`src/rtl/core/krt_pkg.sv`:
```
// Types and codes shared by the keyed record table modules.
package krt_pkg;

   localparam int OP_W    = 3;
   localparam int ENTRY_W = 6;

   typedef enum logic [OP_W-1:0] {
      OP_INSERT = 3'd0,
      OP_SEARCH = 3'd1,
      OP_UPDATE = 3'd2,
      OP_DELETE = 3'd3,
      OP_DUMP   = 3'd4
   } op_type;

   typedef enum logic [1:0] {
      ST_OK   = 2'd0,
      ST_FULL = 2'd1,
      ST_DUP  = 2'd2,
      ST_MISS = 2'd3
   } status_type;

   typedef struct packed {
      logic signed [31:0] key;
      logic [63:0]        name;
      logic [15:0]        party;
      logic [63:0]        time_head;
      logic [7:0]         time_tail;
   } record_type;

endpackage

```
`src/rtl/core/krt_seq.sv`:
```
// Request sequencer: walks the table one entry a cycle through the shared key compare.
module krt_seq #(
   parameter int TABLE_DEPTH = 32,
   parameter int IDX_W       = 5,
   parameter int CNT_W       = 6
) (
   input  logic                          clock,
   input  logic                          reset,
   input  logic                          start,
   output logic                          busy,
   input  logic [krt_pkg::OP_W-1:0]      req_op,
   input  krt_pkg::record_type           req_rec,
   output logic                          mem_wr_en,
   output logic [IDX_W-1:0]              mem_wr_addr,
   output krt_pkg::record_type           mem_wr_data,
   output logic                          mem_rd_en,
   output logic [IDX_W-1:0]              mem_rd_addr,
   input  krt_pkg::record_type           mem_rd_data,
   output logic                          rsp_strobe,
   output krt_pkg::status_type           rsp_status,
   output krt_pkg::record_type           rsp_rec,
   output logic [krt_pkg::ENTRY_W-1:0]   rsp_count,
   output logic                          rsp_last
);
   import krt_pkg::*;

   localparam logic [CNT_W-1:0] DEPTH_C = CNT_W'(TABLE_DEPTH);
   localparam logic [CNT_W-1:0] ONE_C   = CNT_W'(1);

   typedef enum logic [1:0] {
      S_IDLE,
      S_SCAN,
      S_SHIFT,
      S_DUMP
   } state_type;

   state_type            state_ff, state_in;
   op_type               op_ff, op_in;
   record_type           req_ff, req_in;
   logic [CNT_W-1:0]     count_ff, count_in;
   logic [CNT_W-1:0]     iss_ff, iss_in;     // next address to read
   logic                 pend_ff, pend_in;   // read data arrives this cycle
   logic [CNT_W-1:0]     pidx_ff, pidx_in;   // address of the arriving data
   logic                 rsp_strobe_ff, rsp_strobe_in;
   status_type           rsp_status_ff, rsp_status_in;
   record_type           rsp_rec_ff, rsp_rec_in;
   logic [ENTRY_W-1:0]   rsp_count_ff, rsp_count_in;
   logic                 rsp_last_ff, rsp_last_in;

   logic                 hit;
   logic                 at_last;
   logic [CNT_W-1:0]     shift_dst;
   logic [CNT_W-1:0]     next_idx;

   assign hit       = pend_ff && (mem_rd_data.key == req_ff.key);
   assign at_last   = (pidx_ff == count_ff - ONE_C);
   assign shift_dst = pidx_ff - ONE_C;
   assign next_idx  = pidx_ff + ONE_C;

   // next-state and datapath control
   always_comb begin
      state_in      = state_ff;
      op_in         = op_ff;
      req_in        = req_ff;
      count_in      = count_ff;
      iss_in        = iss_ff;
      pend_in       = 1'b0;
      pidx_in       = iss_ff;
      rsp_strobe_in = 1'b0;
      rsp_status_in = rsp_status_ff;
      rsp_rec_in    = rsp_rec_ff;
      rsp_last_in   = 1'b1;
      mem_wr_en     = 1'b0;
      mem_wr_addr   = iss_ff[IDX_W-1:0];
      mem_wr_data   = req_ff;
      mem_rd_en     = 1'b0;
      mem_rd_addr   = iss_ff[IDX_W-1:0];

      case (state_ff)
         S_IDLE: begin
            if (start) begin
               op_in  = op_type'(req_op);
               req_in = req_rec;
               iss_in = '0;
               case (op_type'(req_op))
                  OP_INSERT: begin
                     if (count_ff >= DEPTH_C) begin
                        rsp_strobe_in = 1'b1;
                        rsp_status_in = ST_FULL;
                        rsp_rec_in    = '0;
                     end else if (count_ff == '0) begin
                        mem_wr_en     = 1'b1;
                        mem_wr_addr   = '0;
                        mem_wr_data   = req_rec;
                        count_in      = ONE_C;
                        rsp_strobe_in = 1'b1;
                        rsp_status_in = ST_OK;
                        rsp_rec_in    = req_rec;
                     end else begin
                        state_in = S_SCAN;
                     end
                  end
                  OP_SEARCH, OP_UPDATE, OP_DELETE: begin
                     if (count_ff == '0) begin
                        rsp_strobe_in = 1'b1;
                        rsp_status_in = ST_MISS;
                        rsp_rec_in    = '0;
                     end else begin
                        state_in = S_SCAN;
                     end
                  end
                  OP_DUMP: begin
                     if (count_ff == '0) begin
                        rsp_strobe_in = 1'b1;
                        rsp_status_in = ST_OK;
                        rsp_rec_in    = '0;
                     end else begin
                        state_in = S_DUMP;
                     end
                  end
                  default: begin
                  end
               endcase
            end
         end

         // key lookup, one compare a cycle
         S_SCAN: begin
            mem_rd_en = (iss_ff < count_ff);
            if (mem_rd_en) begin
               iss_in = iss_ff + ONE_C;
            end
            pend_in = mem_rd_en;
            if (hit) begin
               pend_in       = 1'b0;
               state_in      = S_IDLE;
               rsp_strobe_in = 1'b1;
               rsp_status_in = ST_OK;
               rsp_rec_in    = mem_rd_data;
               case (op_ff)
                  OP_INSERT: begin
                     rsp_status_in = ST_DUP;
                     rsp_rec_in    = '0;
                  end
                  OP_UPDATE: begin
                     mem_wr_en   = 1'b1;
                     mem_wr_addr = pidx_ff[IDX_W-1:0];
                     rsp_rec_in  = req_ff;
                  end
                  OP_DELETE: begin
                     count_in = count_ff - ONE_C;
                     if (next_idx < count_ff) begin
                        state_in = S_SHIFT;
                        iss_in   = next_idx;
                     end
                  end
                  default: begin
                  end
               endcase
            end else if (pend_ff && at_last) begin
               pend_in       = 1'b0;
               state_in      = S_IDLE;
               rsp_strobe_in = 1'b1;
               case (op_ff)
                  OP_INSERT: begin
                     mem_wr_en     = 1'b1;
                     mem_wr_addr   = count_ff[IDX_W-1:0];
                     count_in      = count_ff + ONE_C;
                     rsp_status_in = ST_OK;
                     rsp_rec_in    = req_ff;
                  end
                  default: begin
                     rsp_status_in = ST_MISS;
                     rsp_rec_in    = '0;
                  end
               endcase
            end
         end

         // close the gap after a delete: entry i+1 moves to i
         S_SHIFT: begin
            mem_rd_en = (iss_ff <= count_ff);
            if (mem_rd_en) begin
               iss_in = iss_ff + ONE_C;
            end
            pend_in = mem_rd_en;
            if (pend_ff) begin
               mem_wr_en   = 1'b1;
               mem_wr_addr = shift_dst[IDX_W-1:0];
               mem_wr_data = mem_rd_data;
            end
            if (!mem_rd_en) begin
               state_in = S_IDLE;
            end
         end

         // list every entry, one beat a cycle
         S_DUMP: begin
            mem_rd_en = (iss_ff < count_ff);
            if (mem_rd_en) begin
               iss_in = iss_ff + ONE_C;
            end
            pend_in = mem_rd_en;
            if (pend_ff) begin
               rsp_strobe_in = 1'b1;
               rsp_status_in = ST_OK;
               rsp_rec_in    = mem_rd_data;
               rsp_last_in   = at_last;
               if (at_last) begin
                  pend_in  = 1'b0;
                  state_in = S_IDLE;
               end
            end
         end

         default: begin
            state_in = S_IDLE;
         end
      endcase

      rsp_count_in = rsp_count_ff;
      if (rsp_strobe_in) begin
         rsp_count_in = ENTRY_W'(count_in);
      end
   end

   // state and registered outputs
   always_ff @(posedge clock) begin
      if (reset) begin
         state_ff      <= S_IDLE;
         count_ff      <= '0;
         pend_ff       <= 1'b0;
         rsp_strobe_ff <= 1'b0;
      end else begin
         state_ff      <= state_in;
         count_ff      <= count_in;
         pend_ff       <= pend_in;
         rsp_strobe_ff <= rsp_strobe_in;
      end
      op_ff         <= op_in;
      req_ff        <= req_in;
      iss_ff        <= iss_in;
      pidx_ff       <= pidx_in;
      rsp_status_ff <= rsp_status_in;
      rsp_rec_ff    <= rsp_rec_in;
      rsp_count_ff  <= rsp_count_in;
      rsp_last_ff   <= rsp_last_in;
   end

   assign busy       = (state_ff != S_IDLE);
   assign rsp_strobe = rsp_strobe_ff;
   assign rsp_status = rsp_status_ff;
   assign rsp_rec    = rsp_rec_ff;
   assign rsp_count  = rsp_count_ff;
   assign rsp_last   = rsp_last_ff;

endmodule

```
`config.mk`:
```
export PLATFORM = sky130hd
export DESIGN_NAME = krt_seq
export DESIGN_NICKNAME = d
export VERILOG_FILES = /design/src/rtl/core/krt_pkg.sv /design/src/rtl/core/krt_seq.sv
export SDC_FILE = /design/constraint.sdc
export NUM_CORES = 1
export LEC_CHECK = 0
export BUFFER_PORTS_ARGS = -buffer_cell sky130_fd_sc_hd__buf_2
export CAP_MARGIN = 20
export CORE_AREA = 2 2 299 301
export DETAILED_ROUTE_END_ITERATION = 16
export DIE_AREA = 0 0 301 303
export SYNTH_ARGS = -nofsm -noshare
export SYNTH_HDL_FRONTEND = slang
export SYNTH_SLANG_ARGS = --single-unit
```
`constraint.sdc`:
```
create_clock -name clock -period 11.9 [get_ports clock]
set_input_delay 1.785 -clock clock [delete_from_list [all_inputs] [get_ports clock]]
set_output_delay 1.785 -clock clock [all_outputs]
set_load 0.02 [all_outputs]
```
# Yosys cells after proc, flatten, opt, wreduce, memory -nomap -nowiden
# Cells that the tools add are included.
[op_classes] order_cmp=4 n_eq_ne=24 add_sub_neg=5 reduce_logical=17 mux=89
[op_table] cell="184-bit 2-to-1 mux" n=13
[op_table] cell="184-bit one-hot mux with 2 select lines" n=3
[op_table] cell="184-bit one-hot mux with 3 select lines" n=1
[op_table] cell="6-bit 2-to-1 mux" n=14
[op_table] cell="5-bit 2-to-1 mux" n=9
[op_table] cell="2-bit 2-to-1 mux" n=20
[op_table] cell="32-bit equality test" n=1
[op_table] cell="6-bit one-hot mux with 4 select lines" n=1
[op_table] cell="6-bit by 1-bit adder with 6-bit output, second input constant" n=3
[op_table] cell="2-bit one-hot mux with 3 select lines" n=3
[op_table] cell="1-bit 2-to-1 mux" n=17
[op_table] cell="3-bit != test, second input constant" n=5
[op_table] cell="5-bit one-hot mux with 3 select lines" n=1
[op_table] cell="3-bit by 2-bit equality test with 1-bit output, second input constant" n=4
[op_table] cell="6-bit < comparator" n=2
[op_table] cell="6-bit one-hot mux with 2 select lines" n=1
[op_table] cell="2-bit != test, second input constant" n=5
[op_table] cell="1-bit one-hot mux with 3 select lines" n=3
[op_table] cell="2-bit one-hot mux with 4 select lines" n=1
[op_table] cell="8-bit AND reduction" n=1
[op_table] cell="7-bit AND reduction" n=1
[op_table] cell="6-bit equality test" n=1
[op_table] cell="6-bit greater-or-equal comparator, second input constant" n=1
[op_table] cell="6-bit less-or-equal comparator" n=1
[op_table] cell="other kinds (21)" n=27
[totals] out_inout_bits=391 elab_cells=159 register_bits=402 in_bits=374

# Logic depth before layout (Yosys ltp)
# Gate-level depths: netlist (run 1).
[logic_depth] depth_word=6 depth_mapped=12 depth_no_buf=11

# Least setup slack after synthesis (run 1)
# Ideal clock, no wire load.
[synth_path] path_type="input -> register" start="in start" end="reg rsp_rec_ff, in the netlist rsp_rec[0], enable pin" n_path_buf=0 setup_ns=0.552 t_arrival_ns=10.646 required_time_ns=11.348 path_stages=3 setup_slack_ns=0.702 path_cell_list="and2_1 nand2_1 nand2_1"
[synth_between] elab_chain_cells=2
[synth_lines] element="start, declared" line="krt_seq.sv:9" rtl="input logic start,"
[synth_lines] element="2-bit != test (no source line)"
[synth_lines] element="7-bit AND reduction (no source line)"
[synth_lines] element="end signal, assigned" line="krt_seq.sv:245" rtl="rsp_rec_ff <= rsp_rec_in;"
[synth_lines] element="end, declared" line="krt_seq.sv:46" rtl="record_type rsp_rec_ff, rsp_rec_in;"
# Every way passes these cells.
# A chain may end at the register's enable or synchronous reset.

==> metrics.txt, run 1 <==
setup slack after layout=5460 ps; Via density=4.95; top cell type's share of synthesized area=0.561; Final Hold Fails=0; Final ANT Viol Nets=0; status=completed; # clock sinks=402; Place WS=5450 ps; RR Endpoint=rsp_rec[85]$_DFFE_PP_; WL final=86,000 µm; EDFF count, synth=385; Clock power frac=0.380; CTS Buf Count=47; FF-to-FF path depth=9; 1st-iter DRT viols=1,797; Nets=slightly below 3,000; clock latency on the worst-skew pair=600 ps; dpl hpwl=61,000 µm; largest net degree at the start of global routing=87; most common cell after layout, fill and taps aside=buf_2; number of global-route vias before repair=between 15,000 and 20,000; library cells used by synthesis=61; Congestion Overflow GR=0; met2 wire length=41,100 µm; I/O Pins=765; Core ar.=between 80,000 and 90,000 µm²; per-cell routed wire length=23.0 µm; num rows=about 110; clock-pin slew on the worst setup and hold paths=around 70 ps; maximum VDD drop=approximately 0.089 mV; post-CTS setup repair buffer count=0; routability cong.=between 1 and 1.5; Hold WC Path Type=reg2reg; drt drc=0; Seq cells post-synth=402; DP Area=25,500 µm²; DRT Pass-1 Iters=6; post-CTS sizing=0; FFs w/ async S/R, synth=0; Synth area leader=edfxtp_1; Seq pwr share=0.444; sw frac=0.291; M1 wire length=34,800 µm; Die X=301 µm; Period Utilization, post-route=0.541; fin crit period=6440 ps; Slew @ Worst Pin=~1000 ps; GRT Util Overall=0.176; Critical Path AT=4650 ps; crit path launch type=flip-flop; CP Capture Type=output port; Crit Path Max Fanout=60; setup TNS=0 ps; Synth Flop Type=edfxtp_1; Critical path destination=mem_wr_data[107]; first-pass GRT wire length=120,000 µm; Power per Cell Area=about 140 nW/µm²; most frequent cells in the layout=buf_2, nand2_1, edfxtp_1; worst hold margin=492 ps; Final Max Slew Viols=0; H-Tree Level Count=2; MaxCap Viol Count=0; Initial Util=0.234; leakage power=11.5 nW; P&R area growth vs syn=31.4%; Post-Layout Inst Area=between 20,000 and 30,000 µm²; share of layout cells above drive strength 1=0.343; CTS root buffer=clkbuf_16; Syn Area/Cell=11.3 µm²; Yosys warning total=0; # setup viols final=0; Mapped Area=20,600 µm²; met3 WL=7830 µm; Synth Instances=1,827; Vias=18,488; initial antenna violation count=10; min-delay src=iss_ff[5]$_DFFE_PP_; switching pwr=0.00114 W; net count after synthesis=2,220; final core area utilization=0.308; CTS tree=built; CP required=10,120 ps; setup slack, reg-to-reg=7220 ps; RSZ-0062 raised after global routing=false; reg-to-reg startpoint=req_ff[152]$_DFFE_PP_; largest cells by area after synthesis=edfxtp_1, a221o_1, nand2_1; Worst Setup SP=state_ff[1]$_SDFFE_PP0P_; Seq/Total Area, Yosys=0.577; combinational power share=0.176; max_slew headroom=0.315; Die H=303 µm; port bufs=764; FMAX=155 MHz; Setup CP Type=reg2out; Internal=between 0.002 and 0.003 W; CTS Hold Bufs=0; hold path cells=0; Total Die Area=91,200 µm²; clock buffer depth=3; Setup Skew=24.4 ps; Highest Signal Layer=met5
==> worst min path at each step <==
| stage | to |
|---|---|
| 4_1_cts | pidx_ff[5]$_DFF_P_ |
| 5_1_grt | pidx_ff[5]$_DFF_P_ |
| 2_1_floorplan | pidx_ff[3]$_DFF_P_ |
| 6_report | pidx_ff[5]$_DFF_P_ |
| 3_5_place_dp | pidx_ff[5]$_DFF_P_ |
| 3_3_place_gp | pidx_ff[5]$_DFF_P_ |
==> registers in the layout, indices dropped and copies added (netlist names), 2 cells and up <==
signal and flops:
rsp_count 6, iss_ff 6, count_ff 6, state_ff 2, pidx_ff 6, req_ff 184, rsp_status 2, op_ff 3
rsp_rec 184
==> kinds of logic (layout without fill, tap and decap cells) <==
family          after synthesis  count (layout)  share of synthesized area
compound gates              450             450                      0.183
xor+xnor                     55              55                     0.0234
fa+ha+maj                    19              19                     0.0115
buf+inv                     164             896                     0.0340
flops                       402             402                      0.577
mux                           6               6                    0.00309
other cells                   0               9                          0
simple gates                731             731                      0.168
==> power by group through the flow <==
stage	Combinational [W]	Clock, W	Sequential (W)
global route	0.000739	0.00157	0.00174
global placement	0.000688	0	0.00176
CTS	0.000691	0.00152	0.00173
floorplan	0.000313	0	0.00183
detailed placement	0.000689	0	0.00176
finish	0.000689	0.00149	0.00174
==> worst max-delay path, stage by stage (launching register included) <==
cell and delay (ps):
dfxtp_1 770, nor2_1 330, nor2_1 400, and2_4 600
buf_4 550, buf_4 710, a22oi_1 200, nand2_1 170
buf_2 210
==> routing by layer <==
metal	vias to the layer above	track usage
li1	8365	-
met1	9003	0.232
met2	982	0.287
met3	132	0.0438
met4	6	0.0487
met5	-	0
==> Yosys cell counts (all sizes together) (16+ instances only) <==
cell type    n
inv         19
clkbuf     110
a22oi      191
xor2        17
xnor2       38
a21oi       18
a221o      186
and2       190
nand2      392
ha          19
nand3       20
buf         35
edfxtp     385
o21ai       18
nor2        50
dfxtp       17
nand4       16
==> layout make-up <==
| cell class | count | area (µm²) |
|---|---|---|
| diodes | 9 | 22.5 |
| fillers | 9130 | 60900 |
| clock buffers | 56 | 1210 |
| clock inverters | 28 | 324 |
| well taps | 1165 | 1460 |
| inverters | 19 | 71.3 |
| multi-input cells | 1261 | 8070 |
| repair buffers | 793 | 4040 |
| flip-flops and latches | 402 | 11900 |
==> through the flow <==
| stage | cells | power [W] |
|---|---|---|
| 2_1_floorplan | 1827 | 0.00214 |
| 3_3_place_gp | 3640 | 0.00245 |
| 3_5_place_dp | 3640 | 0.00245 |
| 4_1_cts | 3724 | 0.00395 |
| 5_1_grt | 3728 | 0.00405 |
| 6_report | 3733 | 0.00391 |
No activity file was read; power rests on OpenSTA's default activity.
==> inputs of run 2 (changes only) <==
ABC_AREA = 1   (was unset)
CORE_AREA = unset   (was 2 2 299 301)
CORE_MARGIN = 1   (was unset)
CORE_UTILIZATION = 30   (was unset)
DIE_AREA = unset   (was 0 0 301 303)
clock period = 6.2 ns   (was 11.9 ns; I/O delays follow)
==> metrics.txt, run 2 <==
Final ANT Viol Nets=0 (unchanged); drt drc=0 (unchanged); Syn Area/Cell=8.20 µm² (was 11.3 µm²); Worst path slowest cell=inv_6 (was dfxtp_1); Die H=296 µm (was 303 µm); sw frac=0.365 (was 0.291); Synth area leader=edfxtp_1 (unchanged); Die X=296 µm (was 301 µm); combinational power share=0.299 (was 0.176); MaxCap Viol Count=0 (unchanged); RSZ-0062 raised after global routing=false (unchanged); Hold WC Path Type=reg2reg (unchanged); port bufs=764 (unchanged); H-Tree Level Count=2 (unchanged); CP Capture Type=output port (unchanged); clock-pin slew on the worst setup and hold paths=60 ps (was 70 ps); routability cong.=0.929 (was 1.01); most common cell after layout, fill and taps aside=buf_2 (unchanged); CTS Hold Bufs=0 (unchanged); Internal=0.00602 W (was 0.00277 W); GRT met1 Usage=0.339 (was 0.232); initial antenna violation count=41 (was 10); crit path launch type=flip-flop (unchanged); largest net degree at the start of global routing=126 (was 87); Vias=28,284 (was 18,488); Setup Skew=32.5 ps (was 24.4 ps); Final Max Slew Viols=0 (unchanged); count leader, synth=nand2_1 (unchanged); maximum VDD drop=0.216 mV (was 0.0892 mV); most numerous cell on the critical path=inv_2; Power Total=0.00947 W (was 0.00391 W); Seq/Total Area, Yosys=0.459 (was 0.577); per-cell routed wire length=23.7 µm (was 23.0 µm); status=completed (unchanged); Seq pwr share=0.380 (was 0.444); WL final=118,000 µm (was 86,000 µm); GRT met2 Usage=0.384 (was 0.287); FMAX=210 MHz; DRT Pass-1 Iters=6 (unchanged); EDFF count, synth=385 (unchanged); Top delay family on crit path=buffers and inverters (was simple AND/OR/NAND/NOR gates); # setup viols final=0 (unchanged); Power per Cell Area=294 nW/µm² (was 144 nW/µm²); met3 Track Usage GR=0.0525 (was 0.0438); Nets=4,144 (was 2,917); library cells used by synthesis=37 (was 61); leakage power=14.5 nW (was 11.5 nW); CTS tree=built (unchanged); P&R area growth vs syn=24.5% (was 31.4%); 1st-iter DRT viols=3,360 (was 1,797); Mapped Area=25,900 µm² (was 20,600 µm²); post-CTS sizing=0 (unchanged); GR peak layer=met2 (unchanged); # clock sinks=402 (unchanged); switching pwr=0.00346 W (was 0.00114 W); CP required=5270 ps (was 10,120 ps); CTS root buffer=clkbuf_16 (unchanged); Congestion Overflow GR=0 (unchanged); Initial Util=0.303 (was 0.234); Slew @ Worst Pin=1120 ps (was 1030 ps); Synth Flop Type=edfxtp_1 (unchanged); Crit Path Max Fanout=74 (was 60); Period Utilization, post-route=0.769; post-CTS setup repair buffer count=0 (unchanged); GRT Util Overall=0.253 (was 0.176); slowest stage delay, CP=590 ps (was 770 ps); clock latency on the worst-skew pair=610 ps (was 600 ps); Total Die Area=87,600 µm² (was 91,200 µm²); Synth Instances=3,160 (was 1,827); number of global-route vias before repair=25,098 (was 17,346); max_slew headroom=0.256 (was 0.315); FFs w/ async S/R, synth=0 (unchanged); Critical Path AT=3840 ps (was 4650 ps); share of layout cells above drive strength 1=0.242 (was 0.343); Clock power frac=0.322 (was 0.380); I/O Pins=765 (unchanged); Setup CP Type=reg2out (unchanged); clock buffer depth=3 (unchanged); largest cells by area after synthesis=edfxtp_1, nand2_1, o221ai_1 (was edfxtp_1, a221o_1, nand2_1); Core ar.=85,400 µm² (was 88,000 µm²); Seq cells post-synth=402 (unchanged); top cell type's share of synthesized area=0.446 (was 0.561); most frequent cells in the layout=buf_2, nand2_1, inv_1 (was buf_2, nand2_1, edfxtp_1); cell chain of the critical path=inv_6, nand4_4, nor3_2, inv_2, nor2_4, inv_2, nand2_4, buf_12, o221ai_1, buf_2 (was nor2_1, nor2_1, and2_4, buf_4, buf_4, a22oi_1, nand2_1, buf_2); dpl hpwl=76,700 µm (was 61,000 µm); most frequent cells after synthesis=nand2_1, inv_1, edfxtp_1 (was nand2_1, edfxtp_1, a22oi_1); Final Hold Fails=0 (unchanged); first-pass GRT wire length=169,000 µm (was 120,000 µm); net count after synthesis=3,553 (was 2,220); num rows=107 (was 109); setup TNS=0 ps (unchanged); fin crit period=4770 ps; Buf/Inv on CP=5 (was 3); Via density=5.69 (was 4.95); CTS Buf Count=52 (was 47); Yosys warning total=0 (unchanged)
[run 2: cell type report]
cell class | instances | area, µm²
sequential | 402 | 11900
tap | 1144 | 1430
clock buffer | 64 | 1370
fill | 8953 | 53100
inverter | 443 | 1670
clock inverter | 28 | 298
multi-input combinational | 2046 | 11200
antenna | 37 | 92.6
timing repair buffer | 806 | 4300
[run 2: cells by family after synthesis]
kind of cell,after synthesis,synth area share
AND/OR/NAND/NOR,1181,0.190
AO/OA/AOI/OAI,823,0.222
buffers and inverters,712,0.112
flip-flops,402,0.459
XOR/XNOR,23,0.00777
adder cells (fa/ha/maj),19,0.00917
[run 2: final timing paths]
path	slack (ps)	from	to	depth (start not counted)
worst max register to register	2240	req_ff[164]$_DFFE_PP_	rsp_rec[35]$_DFFE_PP_	10
worst min register to register	510	iss_ff[5]$_DFFE_PP_	pidx_ff[5]$_DFF_P_	0
worst max-delay path	1430	count_ff[5]$_SDFF_PP0_	mem_wr_data[112]	10
worst min-delay path	510	iss_ff[5]$_DFFE_PP_	pidx_ff[5]$_DFF_P_	0
[run 2: power groups by stage]
stage | sequential (W) | clock [W] | combinational, W
after floorplan | 0.00380 | 0 | 0.00152
after global placement | 0.00364 | 0 | 0.00277
after detailed placement | 0.00364 | 0 | 0.00279
after CTS | 0.00359 | 0.00311 | 0.00280
after global routing | 0.00363 | 0.00321 | 0.00302
final | 0.00360 | 0.00305 | 0.00283
[run 2: stage by stage]
stage,instance area (µm²),setup slack (ps),util,std cells,hold WS [ps]
final,32300,1430,0.378,4970,514
after global routing,32200,1240,0.378,4962,487
after CTS,32200,1410,0.377,4933,464
after detailed placement,30500,1770,0.357,4841,485
after global placement,30500,1790,0.357,4841,485
after floorplan,25900,407,-,3160,397
[run 2: metal layers]
| metal | wire, µm | part of all wire |
|---|---|---|
| met5 | 118 | 0.0010 |
| met1 | 46600 | 0.39 |
| met4 | 5570 | 0.047 |
| met3 | 11900 | 0.10 |
| met2 | 53700 | 0.46 |
